--- config.mk ---
export PLATFORM = sky130hd
export DESIGN_NAME = k_stacks_shared_store_flat
export DESIGN_NICKNAME = d
export VERILOG_FILES = /design/src/rtl/kss_pkg.sv /design/src/rtl/kss_req_if.sv /design/src/rtl/kss_rsp_if.sv /design/src/rtl/k_stacks_shared_store.sv /design/src/rtl/kss_entry_store.sv /design/src/flat_wrapper.sv
export SDC_FILE = /design/constraint.sdc
export NUM_CORES = 2
export LEC_CHECK = 0
export ABC_CLOCK_PERIOD_IN_PS = 10460
export BUFFER_PORTS_ARGS = -buffer_cell sky130_fd_sc_hd__buf_2
export CAP_MARGIN = 20
export CORE_ASPECT_RATIO = 1.1
export CORE_MARGIN = 2
export CORE_UTILIZATION = 50
export DETAILED_ROUTE_END_ITERATION = 7
export PLACE_DENSITY = 0.71
export SYNTH_ARGS = -nofsm -noshare
export SYNTH_HDL_FRONTEND = slang
export SYNTH_SLANG_ARGS = --single-unit
--- constraint.sdc ---
create_clock -name clk -period 10.46 [get_ports clk]
set_clock_uncertainty 0.2 [all_clocks]
set_input_delay 1.046 -clock clk [delete_from_list [all_inputs] [get_ports clk]]
set_output_delay 1.046 -clock clk [all_outputs]
set_load 0.02 [all_outputs]
--- src/rtl/kss_pkg.sv ---
`timescale 1ns / 1ps

package kss_pkg;

	typedef enum logic [1:0] {
		KSS_OP_PUSH  = 2'd0,
		KSS_OP_POP   = 2'd1,
		KSS_OP_WRITE = 2'd2,
		KSS_OP_READ  = 2'd3
	} kss_op_t;

	typedef enum logic [1:0] {
		KSS_ST_OK       = 2'd0,
		KSS_ST_OVERFLOW = 2'd1,
		KSS_ST_EMPTY    = 2'd2
	} kss_status_t;

	// word returned for an empty stack
	localparam logic [31:0] KSS_EMPTY_WORD = 32'hFFFF_FFFF;

	// strobes into the entry store
	typedef struct packed {
		logic link_rd;
		logic data_rd;
		logic link_wr;
		logic data_wr;
	} kss_mem_ctl_t;

endpackage

--- src/rtl/kss_req_if.sv ---
`timescale 1ns / 1ps

interface kss_req_if;
	logic               valid;
	logic               ready;
	logic        [1:0]  opcode;
	logic        [2:0]  stack_id;
	logic signed [31:0] value;

	modport source (output valid, output opcode, output stack_id, output value, input ready);
	modport sink   (input valid, input opcode, input stack_id, input value, output ready);
endinterface

--- src/rtl/kss_rsp_if.sv ---
`timescale 1ns / 1ps

interface kss_rsp_if;
	logic               valid;
	logic               ready;
	logic        [1:0]  status;
	logic signed [31:0] top_value;

	modport source (output valid, output status, output top_value, input ready);
	modport sink   (input valid, input status, input top_value, output ready);
endinterface

--- src/rtl/k_stacks_shared_store.sv ---
`timescale 1ns / 1ps
// Several LIFO stacks sharing one entry store; free entries sit on a linked free list.
// Channel req (sink) carries one request: opcode, stack_id, value. Channel rsp (source)
// returns exactly one result per request: status and the addressed stack's top value
// after the operation (-1 when that stack is empty). Both use valid/ready; a transfer
// happens on a rising edge with valid and ready high.
// One request is in flight at a time; ready is high while the sequencer is idle.
// The result is registered (rsp.valid rises with it) as follows: push, overwrite and any
// request on an empty or out-of-range stack finish in S_EXEC; read top, and push on a full
// store with a non-empty stack, read the entry data and finish in S_DATA; pop reads the
// top entry's link in S_EXEC, unlinks it in S_POP2 and finishes there when the stack runs
// empty, else in S_DATA. The next request is taken the cycle after the result is
// registered. The steps follow the chain of registered reads: stack top, then the entry
// link, then the entry data.
// Reset (arst_n low, asynchronous) empties every stack and puts all entries on the free
// list at once; no clearing pass is needed and requests are taken right after reset.
// A stalled rsp holds its result; the next request is still accepted and worked, and
// its result waits in a holding register until rsp drains.
module k_stacks_shared_store #(
	parameter int ENTRIES    = 64,
	parameter int STACKS     = 8,
	parameter int DATA_WIDTH = 32
) (
	input  logic      clk,
	input  logic      arst_n,
	kss_req_if.sink   req,
	kss_rsp_if.source rsp
);

	localparam int AW = $clog2(ENTRIES);
	localparam int PW = $clog2(ENTRIES+1);
	localparam int SW = (STACKS > 1) ? $clog2(STACKS) : 1;
	localparam int XW = (DATA_WIDTH > 32) ? DATA_WIDTH : 32;
	localparam logic [PW-1:0] NULL_PTR = PW'(ENTRIES);

	typedef enum logic [2:0] {
		S_IDLE,
		S_EXEC,
		S_POP2,
		S_DATA,
		S_RESP
	} state_t;

	function automatic logic [31:0] read_out(input logic [DATA_WIDTH-1:0] d);
		logic [XW-1:0] x;
		x = XW'($signed(d));
		return x[31:0];
	endfunction

	state_t state_q;

	// request fields
	kss_pkg::kss_op_t      op_q;
	logic [SW-1:0]         sidx_q;
	logic                  sid_ok_q;
	logic [DATA_WIDTH-1:0] val_q;

	// stack top store
	logic [PW-1:0] top_mem [STACKS];
	logic          top_vld_q [STACKS];
	logic [PW-1:0] top_rd_q;
	logic          top_hit_q;

	logic [PW-1:0] free_head_q;
	kss_pkg::kss_status_t pend_status_q;

	logic                 out_valid_q;
	kss_pkg::kss_status_t out_status_q;
	logic [31:0]          out_value_q;
	kss_pkg::kss_status_t hold_status_q;
	logic [31:0]          hold_value_q;

	// entry store ports
	kss_pkg::kss_mem_ctl_t ctl;
	logic [AW-1:0]         rd_addr;
	logic [AW-1:0]         wr_addr;
	logic [PW-1:0]         wr_link;
	logic [DATA_WIDTH-1:0] wr_data;
	logic [PW-1:0]         rd_link;
	logic [DATA_WIDTH-1:0] rd_data;

	logic                  accept;
	logic                  slot_free;
	logic [SW-1:0]         sid_idx;
	logic                  sid_ok;
	logic [XW-1:0]         val_x;
	logic [PW-1:0]         t_c;
	logic                  t_ok;
	logic                  fh_ok;

	logic                  top_we;
	logic [PW-1:0]         top_wdata;
	logic                  fh_we;
	logic [PW-1:0]         fh_d;
	logic                  res_done;
	kss_pkg::kss_status_t  res_status;
	logic [31:0]           res_value;
	logic                  to_data;
	kss_pkg::kss_status_t  pend_d;
	state_t                state_d;

	assign req.ready = (state_q == S_IDLE);
	assign accept    = req.valid && req.ready;
	assign slot_free = !out_valid_q || rsp.ready;
	assign sid_idx   = SW'(req.stack_id);
	assign sid_ok    = (32'(req.stack_id) < STACKS);
	assign val_x     = XW'(req.value);

	assign t_c   = top_hit_q ? top_rd_q : NULL_PTR;
	assign t_ok  = (t_c < NULL_PTR);
	assign fh_ok = (free_head_q < NULL_PTR);

	kss_entry_store #(
		.ENTRIES    (ENTRIES),
		.DATA_WIDTH (DATA_WIDTH)
	) u_store (
		.clk     (clk),
		.arst_n  (arst_n),
		.ctl     (ctl),
		.rd_addr (rd_addr),
		.wr_addr (wr_addr),
		.wr_link (wr_link),
		.wr_data (wr_data),
		.rd_link (rd_link),
		.rd_data (rd_data)
	);

	always_comb begin
		ctl        = '0;
		rd_addr    = '0;
		wr_addr    = '0;
		wr_link    = '0;
		wr_data    = val_q;
		top_we     = 1'b0;
		top_wdata  = '0;
		fh_we      = 1'b0;
		fh_d       = free_head_q;
		res_done   = 1'b0;
		res_status = kss_pkg::KSS_ST_OK;
		res_value  = kss_pkg::KSS_EMPTY_WORD;
		to_data    = 1'b0;
		pend_d     = kss_pkg::KSS_ST_OK;
		state_d    = state_q;
		unique case (state_q)
			S_IDLE: begin
				if (accept) begin
					// fetch the free head's link in case this is a push
					ctl.link_rd = fh_ok;
					rd_addr     = free_head_q[AW-1:0];
					state_d     = S_EXEC;
				end
			end
			S_EXEC: begin
				if (!sid_ok_q) begin
					res_done   = 1'b1;
					res_status = kss_pkg::KSS_ST_EMPTY;
				end else begin
					unique case (op_q)
						kss_pkg::KSS_OP_PUSH: begin
							if (fh_ok) begin
								ctl.data_wr = 1'b1;
								ctl.link_wr = 1'b1;
								wr_addr     = free_head_q[AW-1:0];
								wr_link     = t_c;
								top_we      = 1'b1;
								top_wdata   = free_head_q;
								fh_we       = 1'b1;
								fh_d        = rd_link;
								res_done    = 1'b1;
								res_value   = read_out(val_q);
							end else if (t_ok) begin
								ctl.data_rd = 1'b1;
								rd_addr     = t_c[AW-1:0];
								to_data     = 1'b1;
								pend_d      = kss_pkg::KSS_ST_OVERFLOW;
							end else begin
								res_done   = 1'b1;
								res_status = kss_pkg::KSS_ST_OVERFLOW;
							end
						end
						kss_pkg::KSS_OP_POP: begin
							if (t_ok) begin
								ctl.link_rd = 1'b1;
								rd_addr     = t_c[AW-1:0];
								state_d     = S_POP2;
							end else begin
								res_done   = 1'b1;
								res_status = kss_pkg::KSS_ST_EMPTY;
							end
						end
						kss_pkg::KSS_OP_WRITE: begin
							res_done = 1'b1;
							if (t_ok) begin
								ctl.data_wr = 1'b1;
								wr_addr     = t_c[AW-1:0];
								res_value   = read_out(val_q);
							end else begin
								res_status = kss_pkg::KSS_ST_EMPTY;
							end
						end
						kss_pkg::KSS_OP_READ: begin
							if (t_ok) begin
								ctl.data_rd = 1'b1;
								rd_addr     = t_c[AW-1:0];
								to_data     = 1'b1;
							end else begin
								res_done   = 1'b1;
								res_status = kss_pkg::KSS_ST_EMPTY;
							end
						end
						default: begin
							res_done   = 1'b1;
							res_status = kss_pkg::KSS_ST_EMPTY;
						end
					endcase
				end
			end
			S_POP2: begin
				// unlink the old top and return it to the front of the free list
				top_we      = 1'b1;
				top_wdata   = rd_link;
				ctl.link_wr = 1'b1;
				wr_addr     = t_c[AW-1:0];
				wr_link     = free_head_q;
				fh_we       = 1'b1;
				fh_d        = t_c;
				if (rd_link < NULL_PTR) begin
					ctl.data_rd = 1'b1;
					rd_addr     = rd_link[AW-1:0];
					to_data     = 1'b1;
				end else begin
					res_done = 1'b1;
				end
			end
			S_DATA: begin
				res_done   = 1'b1;
				res_status = pend_status_q;
				res_value  = read_out(rd_data);
			end
			S_RESP: begin
				if (slot_free) begin
					state_d = S_IDLE;
				end
			end
			default: begin
				state_d = S_IDLE;
			end
		endcase
		if (to_data) begin
			state_d = S_DATA;
		end
		if (res_done) begin
			state_d = slot_free ? S_IDLE : S_RESP;
		end
	end

	// stack top store: data without reset, valid bits cleared by reset
	always_ff @(posedge clk) begin
		if (top_we) begin
			top_mem[sidx_q] <= top_wdata;
		end
		if (accept && sid_ok) begin
			top_rd_q <= top_mem[sid_idx];
		end
		if (accept) begin
			op_q   <= kss_pkg::kss_op_t'(req.opcode);
			sidx_q <= sid_idx;
			val_q  <= val_x[DATA_WIDTH-1:0];
		end
		if (res_done && !slot_free) begin
			hold_status_q <= res_status;
			hold_value_q  <= res_value;
		end
		if (to_data) begin
			pend_status_q <= pend_d;
		end
	end

	always_ff @(posedge clk or negedge arst_n) begin
		if (!arst_n) begin
			state_q      <= S_IDLE;
			sid_ok_q     <= 1'b0;
			top_hit_q    <= 1'b0;
			free_head_q  <= '0;
			out_valid_q  <= 1'b0;
			out_status_q <= kss_pkg::KSS_ST_OK;
			out_value_q  <= '0;
			for (int i = 0; i < STACKS; i++) begin
				top_vld_q[i] <= 1'b0;
			end
		end else begin
			state_q <= state_d;
			if (accept) begin
				sid_ok_q  <= sid_ok;
				top_hit_q <= sid_ok && top_vld_q[sid_idx];
			end
			if (top_we) begin
				top_vld_q[sidx_q] <= 1'b1;
			end
			if (fh_we) begin
				free_head_q <= fh_d;
			end
			if (res_done && slot_free) begin
				out_valid_q  <= 1'b1;
				out_status_q <= res_status;
				out_value_q  <= res_value;
			end else if (state_q == S_RESP && slot_free) begin
				out_valid_q  <= 1'b1;
				out_status_q <= hold_status_q;
				out_value_q  <= hold_value_q;
			end else if (rsp.ready) begin
				out_valid_q <= 1'b0;
			end
		end
	end

	assign rsp.valid     = out_valid_q;
	assign rsp.status    = out_status_q;
	assign rsp.top_value = out_value_q;

endmodule

--- src/rtl/kss_entry_store.sv ---
`timescale 1ns / 1ps

module kss_entry_store #(
	parameter int ENTRIES    = 64,
	parameter int DATA_WIDTH = 32
) (
	input  logic                             clk,
	input  logic                             arst_n,
	input  kss_pkg::kss_mem_ctl_t            ctl,
	input  logic [$clog2(ENTRIES)-1:0]       rd_addr,
	input  logic [$clog2(ENTRIES)-1:0]       wr_addr,
	input  logic [$clog2(ENTRIES+1)-1:0]     wr_link,
	input  logic [DATA_WIDTH-1:0]            wr_data,
	output logic [$clog2(ENTRIES+1)-1:0]     rd_link,
	output logic [DATA_WIDTH-1:0]            rd_data
);

	localparam int PW = $clog2(ENTRIES+1);

	logic [DATA_WIDTH-1:0] data_mem [ENTRIES];
	logic [PW-1:0]         link_mem [ENTRIES];

	logic [PW-1:0] link_q;
	logic [PW-1:0] rd_next_q;
	logic          rd_fresh_q;
	// entries at and above fill_q were never linked and still chain to the next one
	logic [PW-1:0] fill_q;

	always_ff @(posedge clk) begin
		if (ctl.data_wr) begin
			data_mem[wr_addr] <= wr_data;
		end
		if (ctl.link_wr) begin
			link_mem[wr_addr] <= wr_link;
		end
		if (ctl.data_rd) begin
			rd_data <= data_mem[rd_addr];
		end
		if (ctl.link_rd) begin
			link_q    <= link_mem[rd_addr];
			rd_next_q <= PW'(rd_addr) + PW'(1);
		end
	end

	always_ff @(posedge clk or negedge arst_n) begin
		if (!arst_n) begin
			fill_q     <= '0;
			rd_fresh_q <= 1'b0;
		end else begin
			if (ctl.link_rd) begin
				rd_fresh_q <= (PW'(rd_addr) >= fill_q);
			end
			// fresh entries leave the free chain in address order
			if (ctl.link_wr && (PW'(wr_addr) == fill_q)) begin
				fill_q <= fill_q + PW'(1);
			end
		end
	end

	assign rd_link = rd_fresh_q ? rd_next_q : link_q;

endmodule
--- src/flat_wrapper.sv ---
// flat-port wrapper written by rule: the top's interface ports become plain ports
module k_stacks_shared_store_flat 
#(
	parameter int ENTRIES    = 64,
	parameter int STACKS     = 8,
	parameter int DATA_WIDTH = 32
)
  (clk, arst_n, req_valid, req_opcode, req_stack_id, req_value, req_ready, rsp_valid, rsp_status, rsp_top_value, rsp_ready);
  kss_req_if req_i ();
  kss_rsp_if rsp_i ();
  input  logic clk;
  input  logic arst_n;
  input wire logic [$bits(req_i.valid)-1:0] req_valid;
  input wire logic [$bits(req_i.opcode)-1:0] req_opcode;
  input wire logic [$bits(req_i.stack_id)-1:0] req_stack_id;
  input wire logic [$bits(req_i.value)-1:0] req_value;
  output wire logic [$bits(req_i.ready)-1:0] req_ready;
  output wire logic [$bits(rsp_i.valid)-1:0] rsp_valid;
  output wire logic [$bits(rsp_i.status)-1:0] rsp_status;
  output wire logic [$bits(rsp_i.top_value)-1:0] rsp_top_value;
  input wire logic [$bits(rsp_i.ready)-1:0] rsp_ready;
  assign req_i.valid = req_valid;
  assign req_i.opcode = req_opcode;
  assign req_i.stack_id = req_stack_id;
  assign req_i.value = req_value;
  assign req_ready = req_i.ready;
  assign rsp_valid = rsp_i.valid;
  assign rsp_status = rsp_i.status;
  assign rsp_top_value = rsp_i.top_value;
  assign rsp_i.ready = rsp_ready;
  k_stacks_shared_store #(.ENTRIES(ENTRIES), .STACKS(STACKS), .DATA_WIDTH(DATA_WIDTH)) u_core (.clk(clk), .arst_n(arst_n), .req(req_i), .rsp(rsp_i));
endmodule
---- After elaboration in Yosys (flattened, before gate mapping) ----
Memory sizes are Yosys's and may differ from the RTL's. A register that Yosys moved wholly into a read port is not among the register bits.
Index checks and enable logic that the tools add are counted.
cells by class
  muxes and demuxes ....................... 89
  bitwise operators ....................... 6
  reduce and logical (&&, ||, !) cells .... 20
  $add $sub $neg .......................... 2
  eq/ne operators ......................... 17
  magnitude comparators ................... 7
operators with widths
  kind                   number
  $mux W32               5
  $pmux W32 S2           2
  $mux W7                11
  $mux W6                7
  $pmux W7 S2            3
  $pmux W6 S2            3
  $mux W1                29
  $mux W3                8
  $lt A7 B7 Y1 const B   3
  $pmux W6 S3            1
  $mux W2                6
  $ne A4 B1 Y1 const B   3
  $pmux W2 S2            3
  $pmux W3 S4            1
  $pmux W1 S2            5
  $ge A4 B4 Y1 const B   2
  $not A3 Y4             2
  $or A8 B8 Y8           1
  $add A6 B1 Y7 const B  1
  $add A7 B1 Y7 const B  1
  $eq A6 B7 Y1           1
  $ge A6 B7 Y1           1
  $eq A3 B2 Y1 const B   2
  $logic_and A1 B1 Y1    6
  26 further kinds       34
word-level totals
  memories ................................ 3
  bits in writable memories ............... 2,552
  bits in registers ....................... 143
memories
  memory                   words  bits a word  read ports  clocked after Yosys merged registers in  wr ports  RTL line                     source
  u_core.u_store.data_mem  64     32           1           1                                        1         kss_entry_store.sv:20        logic [DATA_WIDTH-1:0] data_mem [ENTRIES];
  u_core.u_store.link_mem  64     7            1           1                                        1         kss_entry_store.sv:21        logic [PW-1:0] link_mem [ENTRIES];
  u_core.top_mem           8      7            1           1                                        1         k_stacks_shared_store.sv:59  logic [PW-1:0] top_mem [STACKS];

---- Longest topological paths before layout ----
  depth in word-level cells ............... 9
  mapped depth ............................ 18
  gate-level depth less buffers ........... 14

---- Hierarchy ----
Synthesis repeated with hierarchy kept, for this count alone.
unflattened totals
  cells, all modules ...................... 4,766
  area total of the unflattened synthesis .. 106,031.7 um2
modules (own cells, without submodules)
  module                 instances  cells each  area each (um2)  seq. area each (um2)
  kss_entry_store        1          4,108       97,223.2         76,533.4
  k_stacks_shared_store  1          658         8,808.4          5,430.2

---- Worst setup path after synthesis ----
OpenSTA, ideal clock, no wires.
  path type ............................... register to register
  start ................................... reg u_core.op_q[0]
  end ..................................... reg u_core.state_q[0]
  cell stages (with the launch flop) ...... 10
  clock period less this slack ............ 5.958 ns
  required time ........................... 10.116 ns
  buffers on the path ..................... 2
  arrival time ............................ 5.614 ns
  path slack .............................. 4.502 ns
  cells stage by stage .................... edfxtp_1 -> inv_1 -> ha_1 -> buf_2 -> clkbuf_1 -> a21oi_1 -> o41ai_1 -> o32ai_1 -> nor3_1 -> a211oi_1
on the way
  longest elaborated chain between the ends .. 7
ends and longest elaborated chain
  item                                            RTL line                      source
  start: declaration                              k_stacks_shared_store.sv:53   kss_pkg::kss_op_t op_q;
  start signal: assignment                        k_stacks_shared_store.sv:266  op_q <= kss_pkg::kss_op_t'(req.opcode);
  $eq A2 B1 Y1 or $eq A2 B2 Y1 (tied branches)    k_stacks_shared_store.sv:158  unique case (op_q)
  $reduce_or A2 Y1 (no line)                      --
  $pmux W1 S3                                     k_stacks_shared_store.sv:158
  $mux W1                                         k_stacks_shared_store.sv:154  if (!sid_ok_q) begin
  $pmux W1 S3                                     k_stacks_shared_store.sv:144  unique case (state_q)
  $ne A4 B4 Y1 (no line) (tied with other cells)  --
  $reduce_and A6 Y1 (no line)                     --
  end signal: assignment                          k_stacks_shared_store.sv:292  state_q <= state_d;
  end: declaration                                k_stacks_shared_store.sv:50   state_t state_q;
Parallel ways exist; a longest one is shown, timed or not.
A chain may end at the register's enable or synchronous reset.

---- Worst setup path after layout ----
  start ................................... reg u_core.op_q[0]
  end ..................................... reg u_core.u_store.rd_data[10] (read register of u_core.u_store.data_mem) (data pin)
on the way
  longest elaborated chain between the ends .. 5
ends and longest elaborated chain
  item                                          RTL line                      source
  $eq A2 B1 Y1 or $eq A2 B2 Y1 (tied branches)  k_stacks_shared_store.sv:158
  $reduce_or A2 Y1 (no line)                    --
  $pmux W6 S2                                   k_stacks_shared_store.sv:158
  $mux W6                                       k_stacks_shared_store.sv:154
  $pmux W6 S3                                   k_stacks_shared_store.sv:144
  end: declaration                              kss_entry_store.sv:15         output logic [DATA_WIDTH-1:0] rd_data
Parallel ways exist; a longest one is shown, timed or not.

==> flow_summary.json <==
{
  "synth-main-ff-cell": "edfxtp_1",
  "final_cell_mix": "2677 x edfxtp_1, 631 x a211oi_1, 601 x nand2_1",
  "worstPathRequired_ns": 10.88,
  "crit_buf_inv": 3,
  "drt-initial-drc-count": 12770,
  "area_growth_pct": 11.16,
  "fin_tns_setup_ns": 0,
  "routed_wl_um": 328700,
  "seq_power_share": 0.442,
  "drcViolationCount": 0,
  "relSlewSlack": 0.1639,
  "rows": 181,
  "cts.sinks": 2740,
  "grt_pass1_wl_um": 475800,
  "numCtsBuffers": 274,
  "syn-num-nets": 7601,
  "grt_pass1_vias": 70140,
  "fin_crit_sh": 0.5755,
  "post_cts_buffers": 0,
  "drv_slew": 0,
  "rsz0062_at_grt": "no",
  "first_pass_iters": 6,
  "yosysWarnings": 0,
  "period_needed_ns": 6.020,
  "maxCapViolations": 0,
  "seq_area_frac_synth": 0.7399,
  "insertion_delay_ns": 0.93,
  "mostFrequentLayoutCell": "edfxtp_1",
  "cts_buffer_depth": 4,
  "die_x_um": 452.8,
  "ant_nets": 0,
  "p_clk_frac": 0.320,
  "hold_buffers": 0,
  "hold_viol": 0,
  "ctsResizeCount": 0,
  "clk_pin_slew_ns": 0.06,
  "worstPathArrival_ns": 6.44,
  "ys_seq_elements": 2740,
  "synth_edf_count": 2677,
  "num_io_pins": 77,
  "crit_path_top_delay_cell": "o41ai_1",
  "drive_gt1_frac": 0.1108,
  "power_switching_w": 0.009306,
  "wl_per_cell_um": 31.22,
  "end_kind": "flop",
  "port_buffers": 76,
  "hold_class": "primary input to flop",
  "worstSetupPathType": "flop to flop",
  "nNetsFinal": 7476,
  "cp-start-kind": "flop",
  "critPathMaxFanout": 78,
  "place_hpwl_um": 173300,
  "vias_per_cell": 6.983,
  "cts_root_buffer": "clkbuf_16",
  "core_um2": 220600,
  "swShare": 0.3183,
  "grtUsageTotal": 0.2835,
  "vias": 73520,
  "setup_slack_ns": 4.440,
  "crit_family": "compound AO/OA/AOI/OAI gates",
  "grt_max_degree": 203,
  "finalSetupViolations": 0,
  "ys_async_sr_fraction": 0.02299,
  "cts_tree": "done",
  "syn_avg_cell_area_um2": 14.68,
  "h-tree-depth": 5,
  "syn-cell-area_um2": 110800,
  "fmax_mhz": 166.1,
  "grt-ovfl-total": 0,
  "max_stage_delay_ns": 0.98,
  "hold_start": "req_value[8]",
  "syn-instance-count": 7548,
  "gp_congestion": 0.8482,
  "vdd_ir_drop_max_mv": 0.2012,
  "die_y_um": 497.7,
  "synthDistinctLibCells": 71,
  "power_frac_comb": 0.238,
  "tightest_slew_ns": 1.251,
  "place_ws_ns": 3.587,
  "leakage_nw": 38.43,
  "nFillCells": 16780,
  "outcome": "finished, final reports clean",
  "p_per_area_nw_per_um2": 237.4,
  "worstPathCellList": "inv_1, ha_1, a211oi_2, or4_4, nand2_8, buf_4, buf_4, a211oi_1, a211oi_1, o41ai_1, nand4_1",
  "p_int_w": 0.01993,
  "antenna_found_initial": 8,
  "die_area_um2": 225300,
  "startpoint": "u_core.op_q[0]$_DFFE_PN_",
  "start_util": 0.5022,
  "reg2reg_from": "u_core.op_q[0]$_DFFE_PN_"
}
power groups by stage:
stage / sequential, W / combinational, W / clock, W
final: 0.0129 / 0.00696 / 0.00934
after global routing: 0.0129 / 0.00724 / 0.00979
after CTS: 0.0129 / 0.00676 / 0.00937
after detailed placement: 0.0131 / 0.00673 / 0
after global placement: 0.0131 / 0.00656 / 0
after floorplan: 0.0134 / 0.00381 / 0
flip-flops by register name, summed over array words and instances (netlist names):
name	flops
u_core.rsp.top_value	32
u_core.rsp.valid	1
u_core.hold_value_q	32
u_core.top_rd_q	7
u_core.state_q	3
u_core.pend_status_q	1
u_core.u_store.fill_q	7
u_core.u_store.link_q	7
u_core.u_store.data_mem	2048
u_core.u_store.rd_data	32
u_core.rsp.status	2
u_core.op_q	2
u_core.top_vld_q	8
u_core.free_head_q	7
u_core.hold_status_q	2
u_core.sidx_q	3
u_core.sid_ok_q	1
u_core.u_store.link_mem	448
u_core.top_hit_q	1
u_core.top_mem	56
u_core.u_store.rd_next_q	7
u_core.u_store.rd_fresh_q	1
u_core.val_q	32
synth_stat cells (all sizes together) (2+ instances only):
library cell | n | share of area
a22o | 116 | 0.0092
o31ai | 117 | 0.0079
buf | 184 | 0.0085
o21ai | 527 | 0.024
inv | 17 | 0.00058
a32o | 3 | 0.00027
nand2 | 606 | 0.021
mux2 | 9 | 0.00091
xnor2 | 9 | 0.00071
o22ai | 38 | 0.0021
a211oi | 632 | 0.043
a211o | 4 | 0.00032
a311oi | 275 | 0.022
or2 | 8 | 0.00045
a2bb2oi | 27 | 0.0021
nor3 | 10 | 0.00045
or4 | 3 | 0.00024
o32ai | 3 | 0.00047
mux2i | 8 | 0.00072
a21boi | 3 | 0.00020
nor4 | 5 | 0.00053
ha | 12 | 0.0014
nand3b | 9 | 0.00061
o41ai | 42 | 0.0033
nor2b | 9 | 0.00051
dfrtp | 63 | 0.014
and3 | 398 | 0.022
nand3 | 258 | 0.012
mux4 | 16 | 0.0033
and2 | 7 | 0.00040
nand2b | 9 | 0.00051
clkbuf | 541 | 0.018
o22a | 3 | 0.00024
edfxtp | 2677 | 0.73
nand4b | 7 | 0.00055
o2bb2ai | 7 | 0.00055
a21o | 5 | 0.00034
a32oi | 345 | 0.027
nand4 | 53 | 0.0030
a31oi | 26 | 0.0015
or3 | 2 | 0.00011
a22oi | 6 | 0.00041
nor2 | 186 | 0.0063
a21oi | 250 | 0.011
layer usage:
| metal | vias up | track usage | wire length, um |
|---|---|---|---|
| met3 | 833 | 0.06367 | 43630 |
| met5 | - | 0 | 40 |
| met4 | 6 | 0.1304 | 16180 |
| li1 | 30350 | - | - |
| met1 | 36810 | 0.3898 | 118800 |
| met2 | 5524 | 0.4316 | 150000 |
cells by family after synthesis:
| logic type | after synthesis | share of synthesized area |
|---|---|---|
| DFF | 2740 | 0.7399 |
| AOI/OAI and AO/OA | 2436 | 0.1566 |
| and+or+nand+nor | 1575 | 0.06905 |
| buffers and inverters | 743 | 0.02747 |
| muxes | 33 | 0.004891 |
| adders and majority gates | 12 | 0.001355 |
| xor gates and xnor gates | 9 | 0.0007116 |
path summary, 6_finish.rpt:
check	end	slack, ns	cells past startpoint
worst max-delay path	u_core.u_store.rd_data[10]$_DFFE_PP_	4.44	11
worst min-delay path	u_core.val_q[8]$_DFFE_PN_	0.09	1
worst max register to register	u_core.u_store.rd_data[10]$_DFFE_PP_	4.44	11
min in group asynchronous	u_core.rsp.top_value[19]$_DFFE_PN0P_	0.13	2
max in group asynchronous	u_core.u_store.fill_q[0]$_DFFE_PN0P_	9.39	2
worst min register to register	u_core.top_vld_q[4]$_DFFE_PN0P_	0.26	1
layout make-up:
type | instances | area [um^2] | area share
sequential | 2740 | 81960 | 0.6656
inverter | 18 | 85.08 | 0.0006910
multi-input combinational | 4065 | 26680 | 0.2167
timing repair buffer | 324 | 2492 | 0.02024
tap | 2928 | 3664 | 0.02975
antenna | 1 | 2.502 | 0.00002032
clock buffer | 335 | 7234 | 0.05875
clock inverter | 117 | 1017 | 0.008261
worst reg2reg max path, stage by stage, from the launching register on:
cell and delay (ns):
edfxtp_1 0.48, inv_1 0.10, ha_1 0.23, a211oi_2 0.68, or4_4 0.87, nand2_8 0.52, buf_4 0.65, buf_4 0.50
a211oi_1 0.30, a211oi_1 0.07, o41ai_1 0.98, nand4_1 0.16
metrics by stage:
| step | total power (W) | std cells | area, um^2 | hold WS, ns | util |
|---|---|---|---|---|---|
| final | 0.02923 | 10530 | 123100 | 0.09317 | 0.5582 |
| after detailed placement | 0.01988 | 10070 | 114800 | 0.2490 | 0.5207 |
| after global placement | 0.01970 | 10050 | 114600 | 0.2478 | 0.5195 |
| after global routing | 0.02997 | 10530 | 123100 | 0.07082 | 0.5582 |
| after CTS | 0.02905 | 10520 | 123100 | 0.05469 | 0.5581 |
| after floorplan | 0.01717 | 7548 | 110800 | 0.2337 | - |
Note: power is estimated with default switching activity, not from simulation.
